## src/rtl/eims_pkg.sv

```systemverilog
package eims_pkg;

    localparam int MAP_WIDTH  = 256;
    localparam int MAP_HEIGHT = 128;
    localparam int W_BITS     = $clog2(MAP_WIDTH);
    localparam int H_BITS     = $clog2(MAP_HEIGHT);
    localparam int CELL_BITS  = W_BITS + H_BITS;
    localparam int SRCH_BITS  = ((W_BITS > H_BITS) ? W_BITS : H_BITS) + 1;

    localparam int CH_BITS    = 16;
    localparam int LUMA_BITS  = 17;
    localparam int SINE_BITS  = 9;
    localparam int WL_BITS    = 24;
    localparam int CDF_BITS   = 25;
    localparam int KEY_BITS   = 24;
    localparam int RSUM_BITS  = W_BITS + WL_BITS;
    localparam int RINT_BITS  = 32;
    localparam int SINT_BITS  = RINT_BITS + H_BITS;
    localparam int FRAC_SHIFT = 24;
    localparam int NUM_BITS   = 64;
    localparam int DEN_BITS   = 40;
    localparam int DCNT_BITS  = $clog2(NUM_BITS);

    localparam int COL_BITS   = 8;
    localparam int ROW_BITS   = 7;
    localparam int DENS_BITS  = 32;
    localparam int STAT_BITS  = 2;

    localparam logic [CH_BITS-1:0]  LUMA_R    = 16'd13933;
    localparam logic [CH_BITS-1:0]  LUMA_G    = 16'd46871;
    localparam logic [CH_BITS-1:0]  LUMA_B    = 16'd4732;
    localparam logic [33:0]         LUMA_RND  = 34'd32768;
    localparam logic [CDF_BITS-1:0] CDF_ONE   = 25'h1000000;

    localparam logic REQ_LOAD  = 1'b0;
    localparam logic REQ_QUERY = 1'b1;

    typedef enum logic [STAT_BITS-1:0] {
        STATUS_OK    = 2'd0,
        STATUS_BUILT = 2'd1,
        STATUS_EMPTY = 2'd2
    } status_t;

    typedef enum logic [4:0] {
        ST_IDLE, ST_LD_MUL, ST_LD_SUM, ST_LD_WR,
        ST_ROW_INIT, ST_SUM_RD, ST_SUM_ACC,
        ST_CDF_INIT, ST_CDF_RD, ST_CDF_ACC, ST_CDF_START, ST_CDF_DIV, ST_CDF_WR,
        ST_ROW_END,
        ST_MRG_INIT, ST_MRG_RD, ST_MRG_ACC, ST_MRG_START, ST_MRG_DIV, ST_MRG_WR,
        ST_BUILD_DONE,
        ST_Q_START, ST_SRCH_CHK, ST_SRCH_RD, ST_SRCH_CMP,
        ST_DENS_RD, ST_DENS_CHK, ST_DENS_DIV,
        ST_EMIT
    } state_t;

    typedef struct packed {
        logic load_capture;
        logic query_capture;
        logic ld_write;
        logic row_init;
        logic sum_acc;
        logic cdf_init;
        logic prefix_acc;
        logic div_start_cdf;
        logic cdf_write;
        logic row_end;
        logic mrg_init;
        logic mrg_acc;
        logic div_start_mrg;
        logic mrg_write;
        logic build_done;
        logic stage_empty;
        logic srch_init_mrg;
        logic srch_init_row;
        logic srch_mid;
        logic srch_cmp;
        logic srch_finish;
        logic dens_sel;
        logic dens_zero;
        logic div_start_dens;
        logic dens_write;
        logic out_load;
    } cmd_t;

    typedef struct packed {
        logic last_pixel;
        logic x_last;
        logic y_last;
        logic rowsum_zero;
        logic sumint_zero;
        logic div_done;
        logic div_busy;
        logic query_ok;
        logic srch_done;
        logic srch_row;
        logic rowint_zero;
        logic out_free;
    } stat_t;

    typedef logic [SINE_BITS-1:0] sine_table_t [MAP_HEIGHT];

    function automatic sine_table_t build_sine_table();
        sine_table_t       tbl;
        longint unsigned   a;
        longint unsigned   b;
        longint unsigned   p;
        longint unsigned   d;
        longint unsigned   n;
        longint unsigned   q;
        for (int y = 0; y < MAP_HEIGHT; y++) begin
            a = 2 * longint'(y) + 1;
            b = 2 * longint'(MAP_HEIGHT);
            p = a * (b - a);
            d = 5 * b * b - 4 * p;
            n = 4096 * p + (d >> 1);
            q = 0;
            for (int i = SINE_BITS - 1; i >= 0; i--) begin
                if (n >= (d << i)) begin
                    n = n - (d << i);
                    q = q + (64'd1 << i);
                end
            end
            tbl[y] = SINE_BITS'(q);
        end
        return tbl;
    endfunction

    localparam sine_table_t ROW_SINE = build_sine_table();

endpackage

```

## src/rtl/eims_ctrl.sv

```systemverilog
module eims_ctrl (
    input  logic             aclk,
    input  logic             aresetn,
    input  logic             s_valid,
    input  logic             s_req_type,
    output logic             s_ready,
    input  eims_pkg::stat_t  stat,
    output eims_pkg::cmd_t   cmd
);

    eims_pkg::state_t state_reg, state_next;

    always_ff @(posedge aclk) begin
        if (!aresetn) begin
            state_reg <= eims_pkg::ST_IDLE;
        end else begin
            state_reg <= state_next;
        end
    end

    always_comb begin
        state_next = state_reg;
        case (state_reg)
            eims_pkg::ST_IDLE: begin
                if (s_valid) begin
                    state_next = (s_req_type == eims_pkg::REQ_LOAD) ? eims_pkg::ST_LD_MUL
                                                                    : eims_pkg::ST_Q_START;
                end
            end
            eims_pkg::ST_LD_MUL:    state_next = eims_pkg::ST_LD_SUM;
            eims_pkg::ST_LD_SUM:    state_next = eims_pkg::ST_LD_WR;
            eims_pkg::ST_LD_WR: begin
                state_next = stat.last_pixel ? eims_pkg::ST_ROW_INIT : eims_pkg::ST_IDLE;
            end
            eims_pkg::ST_ROW_INIT:  state_next = eims_pkg::ST_SUM_RD;
            eims_pkg::ST_SUM_RD:    state_next = eims_pkg::ST_SUM_ACC;
            eims_pkg::ST_SUM_ACC: begin
                state_next = stat.x_last ? eims_pkg::ST_CDF_INIT : eims_pkg::ST_SUM_RD;
            end
            eims_pkg::ST_CDF_INIT:  state_next = eims_pkg::ST_CDF_RD;
            eims_pkg::ST_CDF_RD:    state_next = eims_pkg::ST_CDF_ACC;
            eims_pkg::ST_CDF_ACC: begin
                state_next = stat.rowsum_zero ? eims_pkg::ST_CDF_WR : eims_pkg::ST_CDF_START;
            end
            eims_pkg::ST_CDF_START: state_next = eims_pkg::ST_CDF_DIV;
            eims_pkg::ST_CDF_DIV: begin
                if (stat.div_done) begin
                    state_next = eims_pkg::ST_CDF_WR;
                end
            end
            eims_pkg::ST_CDF_WR: begin
                state_next = stat.x_last ? eims_pkg::ST_ROW_END : eims_pkg::ST_CDF_RD;
            end
            eims_pkg::ST_ROW_END: begin
                state_next = stat.y_last ? eims_pkg::ST_MRG_INIT : eims_pkg::ST_ROW_INIT;
            end
            eims_pkg::ST_MRG_INIT:  state_next = eims_pkg::ST_MRG_RD;
            eims_pkg::ST_MRG_RD:    state_next = eims_pkg::ST_MRG_ACC;
            eims_pkg::ST_MRG_ACC: begin
                state_next = stat.sumint_zero ? eims_pkg::ST_MRG_WR : eims_pkg::ST_MRG_START;
            end
            eims_pkg::ST_MRG_START: state_next = eims_pkg::ST_MRG_DIV;
            eims_pkg::ST_MRG_DIV: begin
                if (stat.div_done) begin
                    state_next = eims_pkg::ST_MRG_WR;
                end
            end
            eims_pkg::ST_MRG_WR: begin
                state_next = stat.y_last ? eims_pkg::ST_BUILD_DONE : eims_pkg::ST_MRG_RD;
            end
            eims_pkg::ST_BUILD_DONE: state_next = eims_pkg::ST_EMIT;
            eims_pkg::ST_Q_START: begin
                state_next = stat.query_ok ? eims_pkg::ST_SRCH_CHK : eims_pkg::ST_EMIT;
            end
            eims_pkg::ST_SRCH_CHK: begin
                if (!stat.srch_done) begin
                    state_next = eims_pkg::ST_SRCH_RD;
                end else if (stat.srch_row) begin
                    state_next = eims_pkg::ST_DENS_RD;
                end
            end
            eims_pkg::ST_SRCH_RD:   state_next = eims_pkg::ST_SRCH_CMP;
            eims_pkg::ST_SRCH_CMP:  state_next = eims_pkg::ST_SRCH_CHK;
            eims_pkg::ST_DENS_RD:   state_next = eims_pkg::ST_DENS_CHK;
            eims_pkg::ST_DENS_CHK: begin
                state_next = stat.rowint_zero ? eims_pkg::ST_EMIT : eims_pkg::ST_DENS_DIV;
            end
            eims_pkg::ST_DENS_DIV: begin
                if (stat.div_done) begin
                    state_next = eims_pkg::ST_EMIT;
                end
            end
            eims_pkg::ST_EMIT: begin
                if (stat.out_free) begin
                    state_next = eims_pkg::ST_IDLE;
                end
            end
            default: state_next = eims_pkg::ST_IDLE;
        endcase
    end

    always_comb begin
        cmd     = '0;
        s_ready = 1'b0;
        case (state_reg)
            eims_pkg::ST_IDLE: begin
                s_ready = 1'b1;
                cmd.load_capture  = s_valid && (s_req_type == eims_pkg::REQ_LOAD);
                cmd.query_capture = s_valid && (s_req_type == eims_pkg::REQ_QUERY);
            end
            eims_pkg::ST_LD_WR:      cmd.ld_write = 1'b1;
            eims_pkg::ST_ROW_INIT:   cmd.row_init = 1'b1;
            eims_pkg::ST_SUM_ACC:    cmd.sum_acc = 1'b1;
            eims_pkg::ST_CDF_INIT:   cmd.cdf_init = 1'b1;
            eims_pkg::ST_CDF_ACC:    cmd.prefix_acc = 1'b1;
            eims_pkg::ST_CDF_START:  cmd.div_start_cdf = 1'b1;
            eims_pkg::ST_CDF_WR:     cmd.cdf_write = 1'b1;
            eims_pkg::ST_ROW_END:    cmd.row_end = 1'b1;
            eims_pkg::ST_MRG_INIT:   cmd.mrg_init = 1'b1;
            eims_pkg::ST_MRG_ACC:    cmd.mrg_acc = 1'b1;
            eims_pkg::ST_MRG_START:  cmd.div_start_mrg = 1'b1;
            eims_pkg::ST_MRG_WR:     cmd.mrg_write = 1'b1;
            eims_pkg::ST_BUILD_DONE: cmd.build_done = 1'b1;
            eims_pkg::ST_Q_START: begin
                cmd.srch_init_mrg = stat.query_ok;
                cmd.stage_empty   = !stat.query_ok;
            end
            eims_pkg::ST_SRCH_CHK: begin
                cmd.srch_mid      = !stat.srch_done;
                cmd.srch_init_row = stat.srch_done && !stat.srch_row;
                cmd.srch_finish   = stat.srch_done && stat.srch_row;
            end
            eims_pkg::ST_SRCH_CMP:   cmd.srch_cmp = 1'b1;
            eims_pkg::ST_DENS_RD:    cmd.dens_sel = 1'b1;
            eims_pkg::ST_DENS_CHK: begin
                cmd.dens_zero      = stat.rowint_zero;
                cmd.div_start_dens = !stat.rowint_zero;
            end
            eims_pkg::ST_DENS_DIV:   cmd.dens_write = stat.div_done;
            eims_pkg::ST_EMIT:       cmd.out_load = stat.out_free;
            default: cmd = '0;
        endcase
    end

endmodule

```

## config.mk

```make
export PLATFORM = sky130hd
export DESIGN_NAME = eims_ctrl
export DESIGN_NICKNAME = d
export VERILOG_FILES = /design/src/rtl/eims_pkg.sv /design/src/rtl/eims_ctrl.sv
export SDC_FILE = /design/constraint.sdc
export NUM_CORES = 1
export LEC_CHECK = 0
export BUFFER_PORTS_ARGS = -buffer_cell sky130_fd_sc_hd__buf_2
export CORE_MARGIN = 2
export CORE_UTILIZATION = 51
export CTS_BUF_LIST = sky130_fd_sc_hd__clkbuf_4
export CTS_CLUSTER_DIAMETER = 50
export DETAILED_ROUTE_END_ITERATION = 8
export PLACE_DENSITY = 0.85
export SLEW_MARGIN = 20
export SYNTH_ARGS = -nofsm -noshare
export SYNTH_HDL_FRONTEND = slang
export SYNTH_SLANG_ARGS = --single-unit
```

## constraint.sdc

```tcl
create_clock -name aclk -period 3.03 [get_ports aclk]
set_input_delay 0 -clock aclk [delete_from_list [all_inputs] [get_ports aclk]]
set_output_delay 0 -clock aclk [all_outputs]
set_load 0.01 [all_outputs]
```

==> results of run 1 <==
## synth_stat cells, types with 2 or more instances
cell type,number
a21oi_1,11
inv_1,7
o21ai_0,7
o22ai_1,3
nor3_1,12
nor2_1,18
buf_2,5
or3_1,3
o21ai_2,2
nand2_1,18
and3_1,3
dfxtp_1,5
o21ai_1,2
nor2b_1,3
clkbuf_1,7
nand3b_1,2
nand2b_1,9
nor4_1,2
## cell type report
class,count,share of cell area [%]
Tap cell,17,1.92
Inverter,7,2.38
Clock buffer,4,2.71
Sequential cell,5,9.05
Timing Repair Buffer,42,19.2
Multi-Input combinational cell,123,64.7
## per-stage QoR
step	instances	hold slack (ps)
floorplan	148	47.5
global placement	194	267
detailed placement	194	270
CTS	198	2.65
global route	198	15.6
finish	198	4.46
## logic make-up after synthesis
kind of cell	after synthesis	synth area share, %
multiplexers	1	1.25
flip-flops	5	11.1
AO/OA/AOI/OAI	41	30.3
buffers and inverters	20	9.45
AND/OR/NAND/NOR	81	47.9
## path summary, 6_finish.rpt
path                startpoint      endpoint  cells after the start
setup / recovery  state_reg[1]        cmd[8]                      4
hold / removal         aresetn  state_reg[1]                      3
setup reg to reg  state_reg[1]  state_reg[0]                      5
hold reg to reg   state_reg[3]  state_reg[3]                      2
## critical path, cell delays in order (launching register included)
cell and delay, ps:
dfxtp_1 710, nand2_1 340, or4b_4 600, inv_1 70, buf_2 120
## placed cells by master, fill, tap and decap left out, drive strengths merged, types with 2 or more instances in the layout
cell type   n
nor2b       3
o21ai      11
or3         3
and3        4
clkbuf      4
nor3       12
nand2      18
nor4        2
nand2b      9
inv         7
o22ai       3
buf        42
nand3       2
a21oi      11
nor2       18
or2         2
nand3b      2
dfxtp       5
## metal layers
layer / wire [µm] / GRT usage (%) / up-vias
met4: 113 / 15.4 / 0
met2: 1290 / 43.3 / 81
met3: 286 / 6.35 / 12
li1: - / - / 596
met5: 0 / 0 / -
met1: 1130 / 36.7 / 502
## power by group through the flow
stage	Combinational, µW	Sequential, µW	Clock [µW]
global route	643	220	102
global placement	563	200	0
finish	589	206	92.7
floorplan	546	107	0
detailed placement	573	203	0
CTS	581	202	92.7
==> results.json, run 1 <==
{
  "power_frac_clock_pct": 10.4,
  "min_path_type": "in -> reg",
  "required_ps": 3030,
  "cellPowerDensity_nw_per_um2": 803,
  "place.gp.congestion": 0.964,
  "seqCellArea_um2": 100,
  "fin_nets": 198,
  "ys_types": 47,
  "dieHeight_um": 46.0,
  "syn-num-nets": 164,
  "fin_area_um2": 1110,
  "hold_violations": 0,
  "grtUsageTotal_pct": 28.5,
  "finalSetupTns_ps": 0,
  "clk_pin_slew_worst_paths_ps": 50,
  "synth_edf_count": 0,
  "clkSinkCount": 5,
  "io_pins": 43,
  "clockBufferDepth": 2,
  "synth-main-ff-cell": "dfxtp_1",
  "synth_top_area_cell": "dfxtp_1",
  "worstSkewPairLatency_ps": 260,
  "critPathArrivalTime_ps": 2110,
  "synthCells": 148,
  "ys_top_cells_by_area": "dfxtp_1 (11%), nand2_1 (7.5%), nor2_1 (7.5%)",
  "hpwl_um": 1990,
  "relSlewSlack_pct": 48.1,
  "core_um2": 1690,
  "grt_pass1_vias": 945,
  "syn_avg_cell_area_um2": 6.09,
  "wirelength_um": 2830,
  "grt.overflow.total": 0,
  "seq_area_frac_synth_pct": 11.1,
  "period_share_pct": 69.6,
  "status": "finished, final reports clean",
  "antenna_found_initial": 0,
  "rows": 15,
  "ir_drop_uv": 319,
  "diodes": 0,
  "finalMaxSlewViolations": 0,
  "yosys_warnings": 0,
  "pwr-share-seq_pct": 23.2,
  "leakagePower_uw": 0.000536,
  "p_total_uw": 888,
  "tightest_slew_ps": 777,
  "cts_tree": "done",
  "async_flop_share_pct": 0,
  "first_iter_violations": 56,
  "cts_hold_buffers": 0,
  "drtPass1Iterations": 4,
  "multiInputGateArea_um2": 716,
  "die_w_um": 46.0,
  "fin_crit_ps": 2110,
  "r2r_slack_ps": 930,
  "final_core_util_pct": 65.5,
  "port_buffers": 41,
  "wire_per_inst_um": 14.3,
  "vias_per_cell": 6.02,
  "syn_to_final_growth_pct": 22.8,
  "largest_reg_flops": 5,
  "root_buffer": "clkbuf_4",
  "grt_pass1_wl_um": 4360,
  "cts_buffers": 3,
  "drc": 0,
  "worst_slack_ps": 921,
  "ant_nets": 0,
  "fill_cells": 159,
  "cap_violations": 0,
  "synth_top_area_share_pct": 11.1,
  "critPathMaxFanout": 22,
  "start_util_pct": 53.3,
  "combPwrFrac_pct": 66.3,
  "netSwitchingPower_uw": 480,
  "htreeDepth": 1,
  "rsz0062_at_grt": "no",
  "pre_cts_ws_ps": 945,
  "drive_gt1_share_pct": 29.8,
  "vias": 1191,
  "p_int_uw": 408,
  "postCtsResizedCells": 0,
  "swShare_pct": 54.1,
  "fmax_ghz": 0.474,
  "place_area_um2": 1080,
  "final.setup_skew_ps": 1.61,
  "synth-seq-cells": 5,
  "cp-end-kind": "primary output",
  "dieArea_um2": 2120,
  "finalSetupViolations": 0,
  "worst-setup-path-type": "reg -> out",
  "cts_setup_buffers": 0,
  "start_kind": "flop",
  "grt_max_degree": 28,
  "syn_area_um2": 901
}
Power figures use the tool's default switching activity.
==> run 2, diff against run 1 <==
- CORE_UTILIZATION: 51 -> 43
- PLACE_DENSITY: 0.85 -> 0.76
- clock period: 3.03 -> 1.83 ns (I/O delays scaled with it)
==> run 2 against run 1 <==
Register-to-register slack worse by 850 ps. Combinational power up 110%. Largest power group unchanged. Critical path depth unchanged. Via count up 6.2%. Highest routed layer unchanged.
==> results.json, run 2 (synthesized netlist as in run 1, its figures left out) <==
{
  "drive_gt1_share_pct": 34.9,
  "rows": 16,
  "place.gp.congestion": 0.898,
  "required_ps": 1830,
  "cap_violations": 0,
  "root_buffer": "clkbuf_4",
  "io_pins": 43,
  "hold_violations": 0,
  "wirelength_um": 3000,
  "min_path_type": "in -> reg",
  "cp_num_buf_inv": 2,
  "finalSetupTns_ps": 0,
  "dieHeight_um": 49.8,
  "tightest_slew_ps": 369,
  "first_iter_violations": 50,
  "finalMaxSlewViolations": 0,
  "cpMaxStageDelayCell": "or4b_4",
  "critPathCapture": "cmd[8]",
  "start_kind": "flop",
  "r2r_start": "state_reg[4]",
  "final_cell_mix": "buf_2 (41), nor2_1 (18), nand2_1 (18)",
  "finalSetupViolations": 0,
  "period_share_pct": 96.0,
  "fin_nets": 209,
  "grt_pass1_vias": 1124,
  "worstSkewPairLatency_ps": 240,
  "cts_setup_buffers": 0,
  "diodes": 0,
  "dieArea_um2": 2480,
  "leakagePower_uw": 0.000595,
  "crit_cells": 4,
  "postCtsResizedCells": 0,
  "cts_tree": "done",
  "core_um2": 1960,
  "worst-setup-path-type": "reg -> out",
  "vias_per_cell": 5.78,
  "final_cells": 219,
  "critPathMaxFanout": 5,
  "cts_hold_buffers": 0,
  "grtUsageTotal_pct": 24.9,
  "vias": 1265,
  "rsz0062_at_grt": "no",
  "r2r_slack_ps": 80,
  "cp-end-kind": "primary output",
  "drc": 0,
  "grt_max_degree": 28,
  "syn_to_final_growth_pct": 35.0,
  "start_util_pct": 45.9,
  "clk_pin_slew_worst_paths_ps": 50,
  "grt_pass1_wl_um": 4930,
  "htreeDepth": 1,
  "die_w_um": 49.8,
  "fin_crit_ps": 1760,
  "clockBufferDepth": 2,
  "drtPass1Iterations": 5,
  "dp_cells": 215,
  "crit_chain": "or3b_4, or4b_4, inv_1, buf_2",
  "wire_per_inst_um": 13.7,
  "relSlewSlack_pct": 75.2,
  "grt.overflow.total": 0,
  "ir_drop_uv": 592,
  "r2r_end": "state_reg[3]",
  "cellPowerDensity_nw_per_um2": 1350,
  "largest_reg_flops": 5,
  "pre_cts_ws_ps": 61.0,
  "final.setup_skew_ps": 4.24,
  "fmax_ghz": 0.569,
  "hpwl_um": 2230,
  "final_common_cell": "buf_2",
  "antenna_found_initial": 0,
  "critPathArrivalTime_ps": 1760,
  "reg2reg_depth": 5,
  "worst_slack_ps": 73.3,
  "ant_nets": 0,
  "cts_buffers": 3,
  "cp_top_family": "simple AND/OR/NAND/NOR gates",
  "status": "finished, final reports clean",
  "port_buffers": 41,
  "clkSinkCount": 5,
  "max_stage_delay_ps": 570,
  "crit_start": "state_reg[4]"
}
## run 2: layer usage
metal,vias to the layer above,wire [µm],track usage (%),share of wire (%)
met4,0,50,10.2,1.7
met2,80,1430,42.9,48
met5,-,0,0,0
li1,618,-,-,-
met3,8,274,2.42,9.1
met1,559,1240,31.4,42
## run 2: stage by stage
stage               total power, µW  cell area (µm²)  hold slack, ps  utilization, %
global placement               1440             1180             268            60.3
CTS                            1610             1210            15.0            61.9
detailed placement             1460             1180             269            60.3
finish                         1640             1220            21.6            62.0
floorplan                      1080              901            47.5               -
global route                   1790             1220            45.7            62.0
## run 2: how the worst min path moves through the flow
stage / startpoint / to / depth (start not counted)
after floorplan: s_req_type / cmd[25] / 1
after global placement: aresetn / state_reg[1] / 3
after detailed placement: aresetn / state_reg[1] / 3
after CTS: aresetn / state_reg[1] / 3
after global routing: aresetn / state_reg[4] / 2
final: aresetn / state_reg[1] / 3
## run 2: where the power goes
part	internal [µW]	leakage (µW)	switching [µW]
logic	564	0.000535	694
registers	160	0.0000419	76.2
clock network	97.2	0.0000184	44.9
## run 2: worst min-delay path: cells and delay by family
| kind | cells | cell delay, ps |
|---|---|---|
| buf+inv | 1 | 130 |
| compound gates | 1 | 30 |
| simple gates | 1 | 60 |
## run 2: cell type report
cell class / instances / area [µm²]
clock buffer: 4 / 30.0
fill: 198 / 746
inverter: 7 / 26.3
multi-input combinational: 123 / 716
sequential: 5 / 103
tap: 27 / 33.8
timing repair buffer: 53 / 308
==> run 3, diff against run 2 <==
- CORE_UTILIZATION: 43 -> 51
- HOLD_SLACK_MARGIN: default -> 0.12
- PLACE_DENSITY: 0.76 -> 0.85
- clock period: 1.83 -> 2.2 ns (I/O delays scaled with it)
==> run 3 against run 2 <==
Cell area down 4.5%. Critical endpoint is now state_reg[0]. Wire length decreased by 0.80%. Sequential share of layout area up 0.18 points. Power shrank 22%. Critical path depth up 1. Register-to-register slack better by 160 ps. Non-clock buffer count is 4 lower. Core utilization up 6.8 points. Via count rose by 2.1%. Highest routed layer unchanged.
==> results.json, run 3 (synthesized netlist as in run 1, its figures left out) <==
{
  "status": "finished, final reports clean",
  "grt.overflow.total": 0,
  "drc": 0,
  "ant_nets": 0,
  "cts_buffers": 3,
  "critPathMaxFanout": 22,
  "vias": 1292,
  "fin_crit_ps": 1960,
  "worst-setup-path-type": "reg -> reg",
  "grtUsageTotal_pct": 28.7,
  "hp-start": "stat[11]",
  "start_util_pct": 53.3,
  "clk_pin_slew_worst_paths_ps": 50,
  "clockBufferDepth": 2,
  "largest_reg_flops": 5,
  "antenna_found_initial": 0,
  "holdWs_ps": 158,
  "reg2reg_depth": 5,
  "final_cells": 205,
  "drive_gt1_share_pct": 31.9,
  "tightest_slew_ps": 627,
  "crit_start": "state_reg[1]",
  "diodes": 0,
  "start_kind": "flop",
  "grt_pass1_vias": 1048,
  "fin_nets": 205,
  "wire_per_inst_um": 14.5,
  "dp_cells": 200,
  "finalSetupTns_ps": 0,
  "wirelength_um": 2970,
  "hold_violations": 0,
  "cp-end-kind": "flop",
  "cts_setup_buffers": 0,
  "rsz0062_at_grt": "no",
  "port_buffers": 41,
  "cts_tree": "done",
  "r2r_start": "state_reg[1]",
  "final_common_cell": "buf_2",
  "hpwl_um": 2170,
  "syn_to_final_growth_pct": 28.9,
  "r2r_slack_ps": 240,
  "cellPowerDensity_nw_per_um2": 1100,
  "rows": 15,
  "core_um2": 1690,
  "required_ps": 2320,
  "finalSetupViolations": 0,
  "final_cell_mix": "buf_2 (41), nor2_1 (18), nand2_1 (18)",
  "min_path_type": "in -> reg",
  "dieHeight_um": 46.0,
  "ir_drop_uv": 404,
  "place.gp.congestion": 0.970,
  "root_buffer": "clkbuf_4",
  "grt_max_degree": 28,
  "drtPass1Iterations": 4,
  "period_share_pct": 89.0,
  "clkSinkCount": 5,
  "cap_violations": 0,
  "io_pins": 43,
  "critPathArrivalTime_ps": 2070,
  "first_iter_violations": 60,
  "htreeDepth": 1,
  "final.setup_skew_ps": 2.74,
  "grt_pass1_wl_um": 4550,
  "postCtsResizedCells": 0,
  "leakagePower_uw": 0.000571,
  "fmax_ghz": 0.511,
  "die_w_um": 46.0,
  "holdPathStages": 4,
  "dieArea_um2": 2120,
  "fill_cells": 139,
  "vias_per_cell": 6.30,
  "finalMaxSlewViolations": 0,
  "worstSkewPairLatency_ps": 240,
  "relSlewSlack_pct": 58.1
}
-- run 3: changes by cell type in the layout (fill, tap and decap cells not counted) --
cell,delta
buf_4,-4
buf_12,-1
dfxtp_1,+2
dfxtp_2,-2
dlygate4sd3_1,+1
-- run 3: critical path, stage by stage (launching register included) --
cell	delay, ps
dfxtp_1	710
nand2b_1	340
a211o_1	420
and3_4	210
o21ai_2	50
a21oi_1	90
-- run 3: metrics by stage --
step	power, µW	util (%)	instance area (µm²)	worst slack, ps
finish	1280	68.7	1160	241
global placement	1100	66.4	1120	365
global route	1380	68.7	1160	147
detailed placement	1120	66.4	1120	327
floorplan	899	-	901	446
CTS	1250	68.7	1160	307
-- run 3: worst paths after layout --
kind / to
min: state_reg[2]
max reg2reg: state_reg[0]
min reg2reg: state_reg[3]
max: state_reg[0]
-- run 3: metal layers --
metal	part of all wire [%]	global-route usage [%]	wire [µm]
met5	0	0	0
met3	9.4	4.76	280
met1	40	34.2	1180
met4	1.8	8.00	54
met2	49	51.9	1460
-- run 3: layout make-up --
class	instances	area [µm²]	share of cell area, %
timing repair buffer	49	268	23.1
inverter	7	26.3	2.26
clock buffer	4	30.0	2.59
sequential	5	100	8.62
tap	17	21.3	1.83
multi-input combinational	123	716	61.6
-- run 3: timing repair --
item | in CTS | in global routing
hold buffers | 1 | 0
endpoints found under the setup margin | 0 | 0
endpoints found under the hold margin | 5 | 0
-- run 3: power by group --
| part | internal [µW] | switching (µW) | leakage [µW] |
|---|---|---|---|
| logic | 399 | 567 | 0.000511 |
| clock network | 80.8 | 37.0 | 0.0000184 |
| registers | 128 | 63.9 | 0.0000413 |
